===== src/psgtn_pkg.sv =====
// Package for the tone/noise sound generator: channel state entry type,
// request, channel and noise rate codes, attenuation level table and per-channel reset values.
// No dependencies.
package psgtn_pkg;

    localparam int NUM_CH = 4;

    typedef logic [1:0] t_ch;

    // Request codes carried on req_type.
    localparam logic REQ_WRITE = 1'b0;
    localparam logic REQ_TICK  = 1'b1;

    // Channel numbers and noise rate codes.
    localparam t_ch        CH_TONE2    = 2'd2;
    localparam t_ch        CH_NOISE    = 2'd3;
    localparam logic [1:0] RATE_DIV16  = 2'd0;
    localparam logic [1:0] RATE_DIV32  = 2'd1;
    localparam logic [1:0] RATE_DIV64  = 2'd2;
    localparam logic [1:0] RATE_TONE2  = 2'd3;

    localparam logic [10:0] PERIOD_DIV16 = 11'h010;
    localparam logic [10:0] PERIOD_DIV32 = 11'h020;
    localparam logic [10:0] PERIOD_DIV64 = 11'h040;
    localparam logic [10:0] PERIOD_ZERO  = 11'h400;
    localparam logic [14:0] LFSR_SEED    = 15'h4000;
    localparam logic [3:0]  ATTEN_RESET  = 4'd4;
    localparam logic [12:0] MIX_FULL     = 13'd4096;

    // One entry of the channel state memory.
    typedef struct packed {
        logic [3:0]  atten;
        logic [9:0]  tone;
        logic [10:0] reload;
        logic [10:0] count;
        logic        state;
    } t_chan_entry;

    // Level for an attenuation step, full scale 1024.
    function automatic logic [10:0] level_of(input logic [3:0] idx);
        logic [10:0] lvl;
        case (idx)
            4'd0:    lvl = 11'd1024;
            4'd1:    lvl = 11'd813;
            4'd2:    lvl = 11'd646;
            4'd3:    lvl = 11'd513;
            4'd4:    lvl = 11'd408;
            4'd5:    lvl = 11'd324;
            4'd6:    lvl = 11'd257;
            4'd7:    lvl = 11'd204;
            4'd8:    lvl = 11'd162;
            4'd9:    lvl = 11'd129;
            4'd10:   lvl = 11'd102;
            4'd11:   lvl = 11'd81;
            4'd12:   lvl = 11'd65;
            4'd13:   lvl = 11'd51;
            4'd14:   lvl = 11'd41;
            default: lvl = 11'd0;
        endcase
        return lvl;
    endfunction

    // State of a channel entry after reset.
    function automatic t_chan_entry reset_entry(input t_ch ch);
        t_chan_entry e;
        e.atten = ATTEN_RESET;
        e.tone  = 10'd0;
        e.state = 1'b0;
        case (ch)
            2'd0:    e.reload = 11'd1;
            2'd1:    e.reload = 11'd1024;
            2'd2:    e.reload = 11'd1024;
            default: e.reload = PERIOD_DIV16;
        endcase
        e.count = e.reload;
        return e;
    endfunction

endpackage


===== src/psg_tone_noise_generator.sv =====
// Tone/noise sound generator top level: sequencer over a four-entry channel
// state memory, noise shift register and output register.
// Depends on psgtn_pkg.
//
// Three square-wave tone channels and one noise channel. Each request is
// either a byte written to the chip (req_type 0) or one tick of the
// prescaled reference clock (req_type 1); every request gives exactly one
// result: the mix level (sum of the four channel levels, 4096 = 1.0) and
// the four channel output states, as they stand after the request. A write
// never ticks. Per-channel state (attenuation, tone value, period, counter,
// output state) lives in a four-entry memory with registered read; a request
// walks the channels 0..3, one entry per cycle, reading one entry while the
// previous one is modified and written back. The next request enters
// while the last channel step of the previous one finishes, so requests
// overlap while the output is not stalled. A finished result sits in an
// output register; a stalled result holds the last channel step until the
// register frees. No clearing pass: reset marks all entries as holding
// their reset values.
module psg_tone_noise_generator (
    input  logic        i_clk,
    input  logic        i_rst_n,
    input  logic        i_valid,
    output logic        o_stall,
    input  logic [0:0]  i_req_type,
    input  logic [7:0]  i_data_byte,
    output logic        o_valid,
    input  logic        i_stall,
    output logic [12:0] o_mix_level,
    output logic [3:0]  o_channel_states
);

    // Channel state memory and its entry valid bits.
    psgtn_pkg::t_chan_entry r_mem [psgtn_pkg::NUM_CH];
    logic [3:0]             r_valid;
    psgtn_pkg::t_chan_entry r_rd_data;
    logic                   r_rd_vld;

    // Sequencer.
    logic           r_busy;
    psgtn_pkg::t_ch r_slot;

    // Request being worked on.
    logic       r_item_tick;
    logic [7:0] r_item_data;
    logic [2:0] r_item_sel;

    // Global state kept in flops.
    logic [2:0]  r_latched_select;
    logic [2:0]  r_noise_ctrl;
    logic [14:0] r_lfsr;
    logic        r_toggle;
    logic        r_noise_clk;

    // Accumulation and output.
    logic [12:0] r_acc;
    logic [2:0]  r_states;
    logic        r_out_valid;
    logic [12:0] r_mix;
    logic [3:0]  r_chst;

    logic                   can_finish;
    logic                   adv;
    logic                   accept;
    logic                   rd_en;
    psgtn_pkg::t_ch         rd_addr;
    logic [2:0]             in_sel;
    psgtn_pkg::t_chan_entry e;
    psgtn_pkg::t_chan_entry ne;
    logic [10:0]            dec;
    logic [9:0]             tone_v;
    logic                   from_tone;
    logic                   noise_clk;
    logic                   tone_clk;
    logic                   fb;
    logic [14:0]            n_lfsr;
    logic                   n_toggle;
    logic [10:0]            lvl;
    logic [12:0]            mix_sum;

    // Handshake: the last channel step may finish only when the output
    // register is free or being drained this cycle.
    assign can_finish = !r_out_valid || !i_stall;
    assign adv        = r_busy && ((r_slot != psgtn_pkg::CH_NOISE) || can_finish);
    assign o_stall    = r_busy && !((r_slot == psgtn_pkg::CH_NOISE) && can_finish);
    assign accept     = i_valid && !o_stall;

    // Select for this request: a latch byte overrides the held select.
    assign in_sel = i_data_byte[7] ? i_data_byte[6:4] : r_latched_select;

    // Read the next entry: channel 0 on a new request, else the next slot.
    always_comb begin
        rd_en   = 1'b0;
        rd_addr = r_slot + 2'd1;
        if (accept) begin
            rd_en   = 1'b1;
            rd_addr = 2'd0;
        end else if (adv && (r_slot != psgtn_pkg::CH_NOISE)) begin
            rd_en = 1'b1;
        end
    end

    // Modify the entry of the current slot.
    always_comb begin
        e         = r_rd_vld ? r_rd_data : psgtn_pkg::reset_entry(r_slot);
        ne        = e;
        dec       = e.count - 11'd1;
        tone_v    = e.tone;
        from_tone = (r_noise_ctrl[1:0] == psgtn_pkg::RATE_TONE2);
        noise_clk = 1'b0;
        tone_clk  = 1'b0;
        fb        = 1'b0;
        n_lfsr    = r_lfsr;
        n_toggle  = r_toggle;
        if (r_item_tick == psgtn_pkg::REQ_TICK) begin
            if (r_slot != psgtn_pkg::CH_NOISE) begin
                if (dec == 11'd0) begin
                    ne.state = ~e.state;
                    ne.count = e.reload;
                    // A rise of the tone 2 output clocks the noise in tone-driven mode.
                    tone_clk = (r_slot == psgtn_pkg::CH_TONE2) && !e.state;
                end else begin
                    ne.count = dec;
                end
            end else begin
                if (from_tone) begin
                    noise_clk = r_noise_clk;
                end else if (dec == 11'd0) begin
                    n_toggle  = ~r_toggle;
                    ne.count  = e.reload;
                    noise_clk = ~r_toggle;
                end else begin
                    ne.count = dec;
                end
                if (noise_clk) begin
                    fb       = r_noise_ctrl[2] ? (r_lfsr[0] ^ r_lfsr[1]) : r_lfsr[0];
                    n_lfsr   = {fb, r_lfsr[14:1]};
                    ne.state = r_lfsr[1];
                end
            end
        end else if (r_item_sel[2:1] == r_slot) begin
            if (r_item_sel[0]) begin
                ne.atten = r_item_data[3:0];
            end else if (r_slot != psgtn_pkg::CH_NOISE) begin
                if (r_item_data[7]) begin
                    tone_v = {e.tone[9:4], r_item_data[3:0]};
                end else begin
                    tone_v = {r_item_data[5:0], e.tone[3:0]};
                end
                ne.tone   = tone_v;
                ne.reload = (tone_v == 10'd0) ? psgtn_pkg::PERIOD_ZERO : {1'b0, tone_v};
            end else begin
                // Any noise write reapplies the rate and reseeds the shift register.
                case (r_noise_ctrl[1:0])
                    psgtn_pkg::RATE_DIV16: ne.reload = psgtn_pkg::PERIOD_DIV16;
                    psgtn_pkg::RATE_DIV32: ne.reload = psgtn_pkg::PERIOD_DIV32;
                    psgtn_pkg::RATE_DIV64: ne.reload = psgtn_pkg::PERIOD_DIV64;
                    default:               ne.reload = e.reload;
                endcase
                n_lfsr = psgtn_pkg::LFSR_SEED;
            end
        end
        lvl     = ne.state ? psgtn_pkg::level_of(ne.atten) : 11'd0;
        mix_sum = r_acc + {2'b00, lvl};
    end

    // Memory: write back the current slot, read the next one.
    always_ff @(posedge i_clk) begin
        if (adv) begin
            r_mem[r_slot] <= ne;
        end
        if (rd_en) begin
            r_rd_data <= r_mem[rd_addr];
        end
    end

    always_ff @(posedge i_clk) begin
        if (!i_rst_n) begin
            r_valid  <= '0;
            r_rd_vld <= 1'b0;
        end else begin
            if (adv) begin
                r_valid[r_slot] <= 1'b1;
            end
            if (rd_en) begin
                r_rd_vld <= r_valid[rd_addr];
            end
        end
    end

    // Sequencer and global state.
    always_ff @(posedge i_clk) begin
        if (!i_rst_n) begin
            r_busy           <= 1'b0;
            r_slot           <= 2'd0;
            r_latched_select <= 3'd0;
            r_noise_ctrl     <= 3'd0;
            r_lfsr           <= psgtn_pkg::LFSR_SEED;
            r_toggle         <= 1'b0;
            r_noise_clk      <= 1'b0;
            r_out_valid      <= 1'b0;
        end else begin
            if (adv) begin
                if (r_slot == psgtn_pkg::CH_TONE2) begin
                    r_noise_clk <= tone_clk;
                end
                if (r_slot == psgtn_pkg::CH_NOISE) begin
                    r_lfsr   <= n_lfsr;
                    r_toggle <= n_toggle;
                end
            end
            if (accept) begin
                r_busy <= 1'b1;
                r_slot <= 2'd0;
                if ((i_req_type == psgtn_pkg::REQ_WRITE) && i_data_byte[7]) begin
                    r_latched_select <= i_data_byte[6:4];
                    if (i_data_byte[6:4] == {psgtn_pkg::CH_NOISE, 1'b0}) begin
                        r_noise_ctrl <= i_data_byte[2:0];
                    end
                end
            end else if (adv) begin
                if (r_slot == psgtn_pkg::CH_NOISE) begin
                    r_busy <= 1'b0;
                    r_slot <= 2'd0;
                end else begin
                    r_slot <= r_slot + 2'd1;
                end
            end
            // Hold a result until taken; load one when the last step finishes.
            if (adv && (r_slot == psgtn_pkg::CH_NOISE)) begin
                r_out_valid <= 1'b1;
            end else if (!i_stall) begin
                r_out_valid <= 1'b0;
            end
        end
    end

    // Request payload and accumulation.
    always_ff @(posedge i_clk) begin
        if (accept) begin
            r_item_tick <= i_req_type[0];
            r_item_data <= i_data_byte;
            r_item_sel  <= in_sel;
            r_acc       <= 13'd0;
        end else if (adv && (r_slot != psgtn_pkg::CH_NOISE)) begin
            r_acc <= mix_sum;
        end
        if (adv) begin
            if (r_slot == psgtn_pkg::CH_NOISE) begin
                r_mix  <= mix_sum;
                r_chst <= {ne.state, r_states};
            end else begin
                r_states[r_slot] <= ne.state;
            end
        end
    end

    assign o_valid          = r_out_valid;
    assign o_mix_level      = r_mix;
    assign o_channel_states = r_chst;

    // A new request always starts at channel 0.
    a_start_slot0: assert property (@(posedge i_clk) disable iff (!i_rst_n)
        accept |=> (r_busy && (r_slot == 2'd0)))
        else $error("request did not start at channel 0");

    // Slots past channel 0 exist only within a request.
    a_slot_busy: assert property (@(posedge i_clk) disable iff (!i_rst_n)
        (r_slot != 2'd0) |-> r_busy)
        else $error("slot advanced while idle");

    // Finishing the noise step loads a result.
    a_finish_loads: assert property (@(posedge i_clk) disable iff (!i_rst_n)
        (adv && (r_slot == psgtn_pkg::CH_NOISE)) |=> r_out_valid)
        else $error("finished request lost its result");

    // The mix never exceeds full scale.
    a_mix_range: assert property (@(posedge i_clk) disable iff (!i_rst_n)
        r_out_valid |-> (r_mix <= psgtn_pkg::MIX_FULL))
        else $error("mix level out of range");

endmodule


===== config.mk =====
export PLATFORM = sky130hd
export DESIGN_NAME = psg_tone_noise_generator
export DESIGN_NICKNAME = d
export VERILOG_FILES = /design/src/psgtn_pkg.sv /design/src/psg_tone_noise_generator.sv
export SDC_FILE = /design/constraint.sdc
export NUM_CORES = 1
export LEC_CHECK = 0
export CORE_AREA = 2 2 145 147
export DETAILED_ROUTE_END_ITERATION = 7
export DIE_AREA = 0 0 147 149
export DONT_BUFFER_PORTS = 1
export GPL_TIMING_DRIVEN = 0
export PLACE_DENSITY = 0.82
export SLEW_MARGIN = 20
export SYNTH_ARGS = -nofsm -noshare
export SYNTH_HDL_FRONTEND = slang
export SYNTH_SLANG_ARGS = --single-unit

===== constraint.sdc =====
create_clock -name i_clk -period 5.55 [get_ports i_clk]
set_input_delay 0.555 -clock i_clk [delete_from_list [all_inputs] [get_ports i_clk]]
set_output_delay 0.555 -clock i_clk [all_outputs]
set_load 0.005 [all_outputs]

==> metrics, run 1 <==
setup TNS 0 ns; final setup fails 0; grt ovf 0; Post-DP Area 11,900 sq um; Initial Utilization 55.5%; VDD IR max 0.292 mV; Antenna Cells 0; std cell rows 53; number of global-route vias before repair 7,683; syn_nets 992; DRC errors left 0; Synth top area share 56.6%; Via Count 8,120; Slew @ Worst Pin 1.05 ns; share of flip-flops with an asynchronous set or reset 0%; PwrDens 359 nW/um^2; Critical Path AT 5.58 ns; Layout Cells excl Fill 1,286; skew final 0.0106 ns; worst r2r path cells 23; average wire per standard cell 21.2 um; Cells after DPL 1,236; nets 1,027; Synth Flop Type edfxtp_1; leakage power 4.51 nW; Die Y-Extent 149 um; DP Worst Slack -0.927 ns; Clock Tree Buf Depth 3; clk root buf clkbuf_16; die area 21,900 sq um; max_slew headroom 28.3%; largest net degree at the start of global routing 41; layout cell share with drive strength beyond 1 10.1%; Setup crit start kind flip-flop; Yosys warning total 0; vias per cell 6.31; CTS Buf Count 27; Max stage delay on crit path 0.40 ns; Final ANT Viol Nets 0; fillers 1,559; initial antenna violation count 0; Max Cap Viol 0; mean post-synth cell area 11.9 sq um; dpl hpwl 17,500 um; CTS tree built; Post-Synthesis Cells 956; top cells by area, synth edfxtp_1 57%, dfxtp_1 7.9%, nand2_1 5.0%, a31oi_1 2.7%, ha_1 2.4%; worst setup margin 0.254 ns; Global Route Usage Sum 24.8%; Max Clk Rate 189 MHz; Synth Register Bits 260; Distinct cells, synth 73; synthesized area 11,400 sq um; RSZ-0062 raised after global routing false; I/O pin count 32; post-synthesis sequential area ratio 64.5%; Max Slew Vio Count 0; status complete, no violations; worst hold path class in2reg; Post-CTS Hold Fix Bufs 0; Hold Crit Depth 0; r2r setup slk 0.25 ns; critical path class reg2reg; slowest CP cell fa_1; first-pass GRT wire length 42,100 um; worst endpoint required time 5.83 ns; Fin. Hold Viols 0; crit-path cells buf_6 > clkbuf_4 > clkbuf_4 > a21oi_2 > ha_1 > buf_2 > a21boi_4 > a31oi_1 > nand4b_1 > a211o_4 > o21ai_2 > nand4_4 > a211oi_2 > ha_2 > inv_1 > fa_1 > nor2b_1 > o21a_1 > o21ai_1 > a31oi_2 > a41oi_2 > a21oi_1 > xor2_1; drt pass-1 iters 7; core area 20,600 sq um; Reg clk slew, reported paths 0.06 ns; cell mode on critical path clkbuf_4; Syn-to-layout area delta 13.4%; final cycle utilization of the critical path 95.4%; # H-tree levels 1; Post-synth EDFFs 215; Die W 147 um; area leader, netlist edfxtp_1; Initial DRC Count 1,036; Power Total 0.00464 W; Port Buffers 0; clk sinks 260; final wirelength 27,200 um; crit path time final 5.30 ns; Crit. End Element flip-flop; Clk Latency, worst-skew pair 0.54 ns; gpl congestion 0.947; crit path max fanout 10; final instance area 12,900 sq um
-- power by group --
| group | leakage (nW) | internal [W] | total (W) | switching, W |
|---|---|---|---|---|
| clock | 0.457 | 0.00115 | 0.00189 | 0.000733 |
| combinational | 1.66 | 0.000149 | 0.000463 | 0.000314 |
| sequential | 2.39 | 0.00223 | 0.00229 | 0.0000563 |
| total | 4.51 | 0.00353 | 0.00464 | 0.00110 |
-- through the flow --
| step | util [%] | hold WS (ns) |
|---|---|---|
| 2_1_floorplan | - | 0.400 |
| 3_3_place_gp | 57.2 | 0.405 |
| 3_5_place_dp | 57.8 | 0.407 |
| 4_1_cts | 62.6 | 0.0949 |
| 5_1_grt | 62.9 | 0.0890 |
| 6_report | 62.9 | 0.108 |
-- cells in the mapped netlist, types with 3 or more instances --
| library cell | n |
|---|---|
| edfxtp_1 | 215 |
| nand2_1 | 153 |
| a31oi_1 | 49 |
| dfxtp_1 | 45 |
| clkbuf_1 | 44 |
| nor2_1 | 44 |
| o22ai_1 | 43 |
| nand3_1 | 42 |
| a21oi_1 | 38 |
| o21ai_0 | 34 |
| mux2i_1 | 25 |
| ha_1 | 22 |
| inv_1 | 21 |
| nor2b_1 | 16 |
| nor3_1 | 14 |
| and2_1 | 13 |
| xnor2_1 | 13 |
| o21a_1 | 9 |
| a211oi_1 | 8 |
| nand2b_1 | 8 |
| and3_1 | 6 |
| mux2_2 | 6 |
| nand4_1 | 5 |
| a22o_1 | 4 |
| a311oi_1 | 4 |
| buf_2 | 4 |
| nor4_1 | 4 |
| xor2_1 | 4 |
| a22oi_1 | 3 |
| o31ai_1 | 3 |
| or2_2 | 3 |
| or3_1 | 3 |
-- final timing paths --
kind,startpoint,to
hold / removal,i_data_byte[3],r_item_data[3]
setup reg to reg,r_rd_vld,o_mix_level[12]
hold reg to reg,r_states[2],o_channel_states[2]
setup / recovery,r_rd_vld,o_mix_level[12]
-- kinds of logic (layout without fill, tap and decap cells) --
kind of cell | after synthesis | count (layout) | synth area share, %
AOI/OAI and AO/OA | 225 | 225 | 12.8
xor gates and xnor gates | 17 | 17 | 1.31
adders and majority gates | 23 | 23 | 2.59
buffers and inverters | 77 | 132 | 2.71
DFF | 260 | 260 | 64.5
muxes | 31 | 31 | 2.79
and+or+nand+nor | 323 | 323 | 13.3
-- layer usage --
| metal | global-route usage, % | vias up | share of wire, % |
|---|---|---|---|
| li1 | - | 3670 | - |
| met1 | 33.6 | 3934 | 40 |
| met2 | 40.0 | 447 | 47 |
| met3 | 5.84 | 69 | 9.7 |
| met4 | 8.13 | 0 | 2.9 |
| met5 | 0 | - | 0 |
-- registers in the layout, summed over array words and instances (netlist names), 3 cells and up --
name / count
o_channel_states: 3
o_mix_level: 13
r_acc: 13
r_item_data: 7
r_item_sel: 3
r_latched_select: 3
r_lfsr: 15
r_mem: 148
r_noise_ctrl: 3
r_rd_data: 37
r_states: 3
r_valid: 4
-- cell usage in the layout (no fill, tap or decap), types with 4 or more instances in the layout --
master	instances
a211oi_1	7
a21oi_1	37
a22o_1	4
a311oi_1	4
a31oi_1	48
and2_1	10
and3_1	6
buf_16	4
buf_2	4
buf_4	4
bufinv_16	5
clkbuf_1	45
clkbuf_16	27
clkinv_1	5
clkinv_2	5
dfxtp_1	43
edfxtp_1	215
ha_1	20
inv_1	18
inv_2	4
mux2_2	6
mux2i_1	25
nand2_1	153
nand2b_1	8
nand3_1	42
nand4_1	5
nor2_1	44
nor2b_1	15
nor3_1	14
nor4_1	4
o21a_1	9
o21ai_0	32
o22ai_1	43
xnor2_1	13
xor2_1	4
-- final cells by class --
class | count | area, sq um | area share, %
Multi-Input combinational cell | 619 | 3820 | 29.6
Buffer | 50 | 226 | 1.75
Sequential cell | 260 | 7360 | 56.9
Tap cell | 275 | 344 | 2.66
Timing Repair Buffer | 8 | 153 | 1.18
Clock inverter | 15 | 204 | 1.58
Clock buffer | 34 | 722 | 5.58
Inverter | 25 | 96.3 | 0.745
-- worst max-delay path: cells and delay by family (launching register included) --
family	cells	cell delay, ns
compound gates	11	2.34
xor+xnor	1	0.09
fa+ha+maj	3	0.80
buf+inv	5	0.81
flops	1	0.38
simple gates	3	0.61
-- repair_timing --
action                                  in CTS  in global routing
gates resized for setup                     17                 15
endpoints found under the setup margin      18                 10
pin swaps                                    1                  3
buffers inserted                             1                  2
Note: power is estimated with default switching activity, not from simulation.
==> run 2: changes to the inputs <==
--- a/config.mk
+++ b/config.mk
@@ -5,9 +5,10 @@
 export SDC_FILE = /design/constraint.sdc
 export NUM_CORES = 1
 export LEC_CHECK = 0
-export CORE_AREA = 2 2 145 147
+export ABC_AREA = 1
+export CORE_AREA = 2 2 146 148
 export DETAILED_ROUTE_END_ITERATION = 7
-export DIE_AREA = 0 0 147 149
+export DIE_AREA = 0 0 148 150
 export DONT_BUFFER_PORTS = 1
 export GPL_TIMING_DRIVEN = 0
 export PLACE_DENSITY = 0.82
==> metrics, run 2 <==
status complete, no violations; Synth top cells by count 215 x edfxtp_1, 176 x nand2_1, 139 x nor2_1; final cycle utilization of the critical path 93.1%; vias per cell 5.85; max_slew headroom 29.9%; std cell rows 53; final wirelength 27,100 um; Die Y-Extent 150 um; leakage power 5.01 nW; worst setup margin 0.385 ns; Syn-to-layout area delta 13.4%; most frequent cell after synthesis edfxtp_1; area leader, netlist edfxtp_1; Synth Flop Type edfxtp_1; Setup crit start kind flip-flop; Seq pwr share 47.3%; clock group share of total power 40.3%; worst hold slack 0.119 ns; VDD IR max 0.305 mV; commonest non-fill, non-tap cell in the layout edfxtp_1; CTS Buf Count 27; Comb power frac 12.4%; Port Buffers 0; dpl hpwl 17,800 um; layout cell share with drive strength beyond 1 11.4%; DP Worst Slack 0.344 ns; Fin. Hold Viols 0; Initial DRC Count 874; fillers 1,565; Max Cap Viol 0; mean post-synth cell area 10.7 sq um; share of flip-flops with an asynchronous set or reset 0%; Clk Latency, worst-skew pair 0.53 ns; Reg clk slew, reported paths 0.06 ns; Max Clk Rate 194 MHz; die area 22,200 sq um; largest net degree at the start of global routing 37; core area 20,700 sq um; worst r2r path cells 26; worst hold path class in2reg; setup TNS 0 ns; Distinct cells, synth 47; clk sinks 260; Synth top area share 55.8%; biggest regs r_mem (148), r_rd_data (37), r_lfsr (15); Max Slew Vio Count 0; crit path time final 5.17 ns; clk root buf clkbuf_16; Post-Synthesis Cells 1,077; first-pass GRT wire length 42,000 um; CTS tree built; Largest Register r_mem; critical path class reg2reg; max reg flops 148; top cells by area, synth edfxtp_1 56%, dfxtp_1 7.8%, nand2_1 5.7%, nor2_1 4.5%, o21ai_0 3.0%; grt ovf 0; initial antenna violation count 0; syn_nets 1,113; Initial Utilization 55.9%; number of global-route vias before repair 8,026; Post-CTS Hold Fix Bufs 0; Critical Path AT 5.63 ns; Die W 148 um; cell internal pwr 0.00375 W; Global Route Usage Sum 24.2%; I/O pin count 32; # H-tree levels 1; Yosys warning total 0; Final ANT Viol Nets 0; NetSw 0.00120 W; PwrDens 377 nW/um^2; RSZ-0062 raised after global routing false; Slew @ Worst Pin 1.04 ns; nets 1,149; post-synthesis sequential area ratio 63.6%; drt pass-1 iters 7; Synth Register Bits 260; Crit. End Element flip-flop; Hold Crit Depth 0; Clock Tree Buf Depth 3; most frequent cells in the layout 215 x edfxtp_1, 176 x nand2_1, 135 x nor2_1; skew final 0.00970 ns; Post-synth EDFFs 215; average wire per standard cell 19.2 um; DRC errors left 0; gpl congestion 0.873; Via Count 8,241; synthesized area 11,600 sq um; worst endpoint required time 6.01 ns; Antenna Cells 0; switching share of power 24.2%; crit path max fanout 6; final setup fails 0
run 2: cell count changes in the layout (fill, tap and decap cells not counted), sizes merged, moves of 13 or more:
| cell | change |
|---|---|
| a31oi | -43 |
| and2 | -13 |
| clkbuf | -15 |
| inv | +66 |
| mux2i | -25 |
| nand2 | +34 |
| nor2 | +99 |
| nor2b | -16 |
| o211ai | +36 |
| o21ai | +35 |
| o22ai | -42 |
| o31ai | +34 |
| or2 | +36 |
run 2: cells by family (layout without fill, tap and decap cells):
family / after synthesis / in the layout / synth area share (%)
DFF: 260 / 260 / 63.6
adders and majority gates: 23 / 23 / 2.55
buffers and inverters: 139 / 195 / 4.77
and+or+nand+nor: 412 / 412 / 15.4
xor gates and xnor gates: 16 / 16 / 1.28
AOI/OAI and AO/OA: 227 / 227 / 12.4
run 2: worst paths after layout:
path                         endpoint  slack (ns)            from
setup reg to reg            r_acc[10]        0.38       r_slot[0]
hold reg to reg   o_channel_states[0]        0.42     r_states[0]
setup / recovery            r_acc[10]        0.38       r_slot[0]
hold / removal         r_item_data[4]        0.12  i_data_byte[4]
run 2: worst max-delay path, cell delays in order, from the launching register on:
cell and delay, ns:
dfxtp_2 0.41, inv_1 0.12, ha_1 0.24, inv_1 0.17, nor2_1 0.10, nor2_1 0.21
ha_1 0.21, nand3_1 0.16, nor2_4 0.22, nand3_1 0.09, nand2_1 0.12, nand2_1 0.08
nor2_2 0.26, nand3_2 0.14, nand2_2 0.09, nand2_1 0.05, nand3_1 0.08, nand2_1 0.11
a21oi_1 0.25, ha_1 0.22, inv_1 0.07, fa_1 0.46, o31ai_4 0.38, a31oi_1 0.20
o21ai_0 0.25, xor2_1 0.27, a22o_1 0.16
run 2: metal layers:
metal	part of all wire [%]	GRT usage (%)
met1	39	30.4
met3	7.8	3.99
met4	2.5	8.05
met5	0	0
met2	51	42.8
run 2: through the flow:
| step | power [W] | util [%] | instances | instance area, sq um |
|---|---|---|---|---|
| 3_3_place_gp | 0.00292 | 57.6 | 1352 | 11900 |
| 2_1_floorplan | 0.00278 | - | 1077 | 11600 |
| 3_5_place_dp | 0.00297 | 58.6 | 1359 | 12100 |
| 4_1_cts | 0.00495 | 63.3 | 1408 | 13100 |
| 5_1_grt | 0.00511 | 63.4 | 1408 | 13100 |
| 6_report | 0.00495 | 63.4 | 1408 | 13100 |
run 2: cell type report:
| class | count | area [sq um] | share of cell area, % |
|---|---|---|---|
| flip-flops and latches | 260 | 7360 | 56.1 |
| multi-input cells | 678 | 3690 | 28.2 |
| clock buffers | 32 | 704 | 5.37 |
| inverters | 93 | 349 | 2.66 |
| well taps | 275 | 344 | 2.62 |
| clock inverters | 17 | 285 | 2.17 |
| plain buffers | 46 | 205 | 1.56 |
| repair buffers | 7 | 178 | 1.35 |
run 2: power by group through the flow:
stage / Combinational (W) / Clock (W) / Sequential (W)
6_report: 0.000614 / 0.00200 / 0.00234
4_1_cts: 0.000604 / 0.00201 / 0.00234
3_5_place_dp: 0.000594 / 0 / 0.00238
5_1_grt: 0.000675 / 0.00209 / 0.00235
2_1_floorplan: 0.000415 / 0 / 0.00236
3_3_place_gp: 0.000547 / 0 / 0.00238
run 2: what timing repair did:
item,4_1_cts,5_1_grt
setup endpoints to repair,0,4
setup buffers,0,0
gates resized for setup,0,3
==> run 3: changes to the inputs <==
--- a/config.mk
+++ b/config.mk
@@ -6,12 +6,15 @@
 export NUM_CORES = 1
 export LEC_CHECK = 0
 export ABC_AREA = 1
-export CORE_AREA = 2 2 146 148
+export CELL_PAD_IN_SITES_DETAIL_PLACEMENT = 0
+export CELL_PAD_IN_SITES_GLOBAL_PLACEMENT = 1
+export CORE_AREA = 2 2 162 164
 export DETAILED_ROUTE_END_ITERATION = 7
-export DIE_AREA = 0 0 148 150
+export DIE_AREA = 0 0 164 166
 export DONT_BUFFER_PORTS = 1
 export GPL_TIMING_DRIVEN = 0
-export PLACE_DENSITY = 0.82
+export PLACE_DENSITY = 0.83
+export REMOVE_ABC_BUFFERS = 1
 export SLEW_MARGIN = 20
 export SYNTH_ARGS = -nofsm -noshare
 export SYNTH_HDL_FRONTEND = slang
==> metrics, run 3 (same netlist as run 2, synthesis figures left out) <==
status complete, no violations; Critical Path AT 5.63 ns; clock group share of total power 37.6%; number of setup buffers added after CTS 0; drt pass-1 iters 5; final instance area 13,000 sq um; Max Clk Rate 194 MHz; Worst setup startpoint r_slot[1]; number of global-route vias before repair 7,372; RSZ-0062 raised after global routing false; initial antenna violation count 0; Syn-to-layout area delta 12.6%; Via Count 7,614; average wire per standard cell 17.1 um; switching share of power 24.6%; Antenna Cells 0; Worst R2R Start r_slot[1]; crit path time final 5.17 ns; Initial DRC Count 555; Final ANT Viol Nets 0; die area 27,200 sq um; crit path max fanout 12; Buf/Inv on CP 3; # H-tree levels 1; worst hold path class in2reg; cell mode on critical path nor2_1; most frequent cells in the layout 215 x edfxtp_1, 173 x nand2_1, 132 x nor2_1; critical path class reg2reg; Post-DP Area 12,100 sq um; Fin. Hold Viols 0; layout cell share with drive strength beyond 1 11.8%; Clk Latency, worst-skew pair 0.53 ns; nets 1,109; final cycle utilization of the critical path 93.1%; grt ovf 0; clk sinks 260; cell internal pwr 0.00353 W; CTS tree built; Clock Tree Buf Depth 3; commonest non-fill, non-tap cell in the layout edfxtp_1; vias per cell 5.34; worst endpoint required time 6.01 ns; final wirelength 24,300 um; Initial Utilization 45.1%; leakage power 4.92 nW; Port Buffers 0; DRC errors left 0; r2r setup slk 0.38 ns; dpl hpwl 16,000 um; gpl congestion 0.839; clk root buf clkbuf_16; core area 25,600 sq um; std cell rows 59; worst r2r path cells 26; Seq pwr share 50.1%; Max Cap Viol 0; reg-to-reg endpoint r_acc[10]; Global Route Usage Sum 18.1%; I/O pin count 32; Max Slew Vio Count 0; Slew @ Worst Pin 0.858 ns; Reg clk slew, reported paths 0.06 ns; final setup fails 0; worst hold slack 0.120 ns; Critical Path End r_acc[10]; PwrDens 359 nW/um^2; Worst path top cell family by delay simple AND/OR/NAND/NOR gates; biggest regs r_mem (148), r_rd_data (37), r_lfsr (15); Levels on crit path 26; max_slew headroom 42.4%; Crit. End Element flip-flop; Post-CTS Hold Fix Bufs 0; Largest Register r_mem; slowest CP cell fa_1; Max stage delay on crit path 0.46 ns; Comb power frac 12.2%; Die Y-Extent 166 um; VDD IR max 0.262 mV; Die W 164 um; max reg flops 148; Setup crit start kind flip-flop; skew final 0.0167 ns; CTS Buf Count 27; largest net degree at the start of global routing 58; first-pass GRT wire length 38,900 um; NetSw 0.00115 W
[run 3: cell count changes in the layout (fill, tap and decap cells not counted), sizes merged]
cell,change
bufinv,-5
clkinv,+1
buf,-11
clkbuf,-28
inv,+1
clkinvlp,-1
[run 3: through the flow]
stage	setup WS, ns	setup TNS (ns)	util, %	instances	total power, W
after CTS	0.122	0	50.8	1425	0.00471
after global placement	-2.00	-118.03	46.0	1366	0.00291
after floorplan	0.987	0	-	1031	0.00276
after global routing	0.0421	0	50.9	1425	0.00486
final	0.382	0	50.9	1425	0.00467
after detailed placement	0.0210	0	47.4	1379	0.00295
[run 3: layout make-up]
cell class	instances	area, sq um
Multi-Input combinational cell	678	3720
Inverter	93	354
Fill cell	2193	12600
Timing Repair Buffer	13	315
Clock inverter	13	141
Clock buffer	33	718
Sequential cell	260	7360
Tap cell	335	419
[run 3: power groups by stage]
stage	sequential (W)	combinational, W	clock (W)
6_report	0.00234	0.000571	0.00176
5_1_grt	0.00235	0.000640	0.00187
4_1_cts	0.00234	0.000572	0.00179
3_5_place_dp	0.00238	0.000568	0
3_3_place_gp	0.00239	0.000518	0
2_1_floorplan	0.00237	0.000392	0
[run 3: worst min-delay path by stage]
stage,slack (ns),from,depth (start not counted),to
finish,0.12,i_data_byte[1],0,r_item_data[1]
global placement,0.41,r_states[2],0,o_channel_states[2]
floorplan,0.40,r_states[0],0,o_channel_states[0]
global route,0.10,i_data_byte[2],0,r_item_data[2]
CTS,0.11,i_data_byte[1],0,r_item_data[1]
detailed placement,0.41,r_states[0],0,o_channel_states[0]
[run 3: metal layers]
metal | part of all wire [%] | vias to the layer above | track usage [%]
met5 | 0 | - | 0
met4 | 3.2 | 0 | 5.95
met3 | 5.3 | 53 | 3.07
met2 | 47 | 183 | 29.5
met1 | 44 | 3616 | 24.5
li1 | - | 3762 | -
[run 3: what timing repair did]
action | CTS | global route
resized for setup | 1 | 4
endpoints found under the setup margin | 2 | 7
cloned | 0 | 0
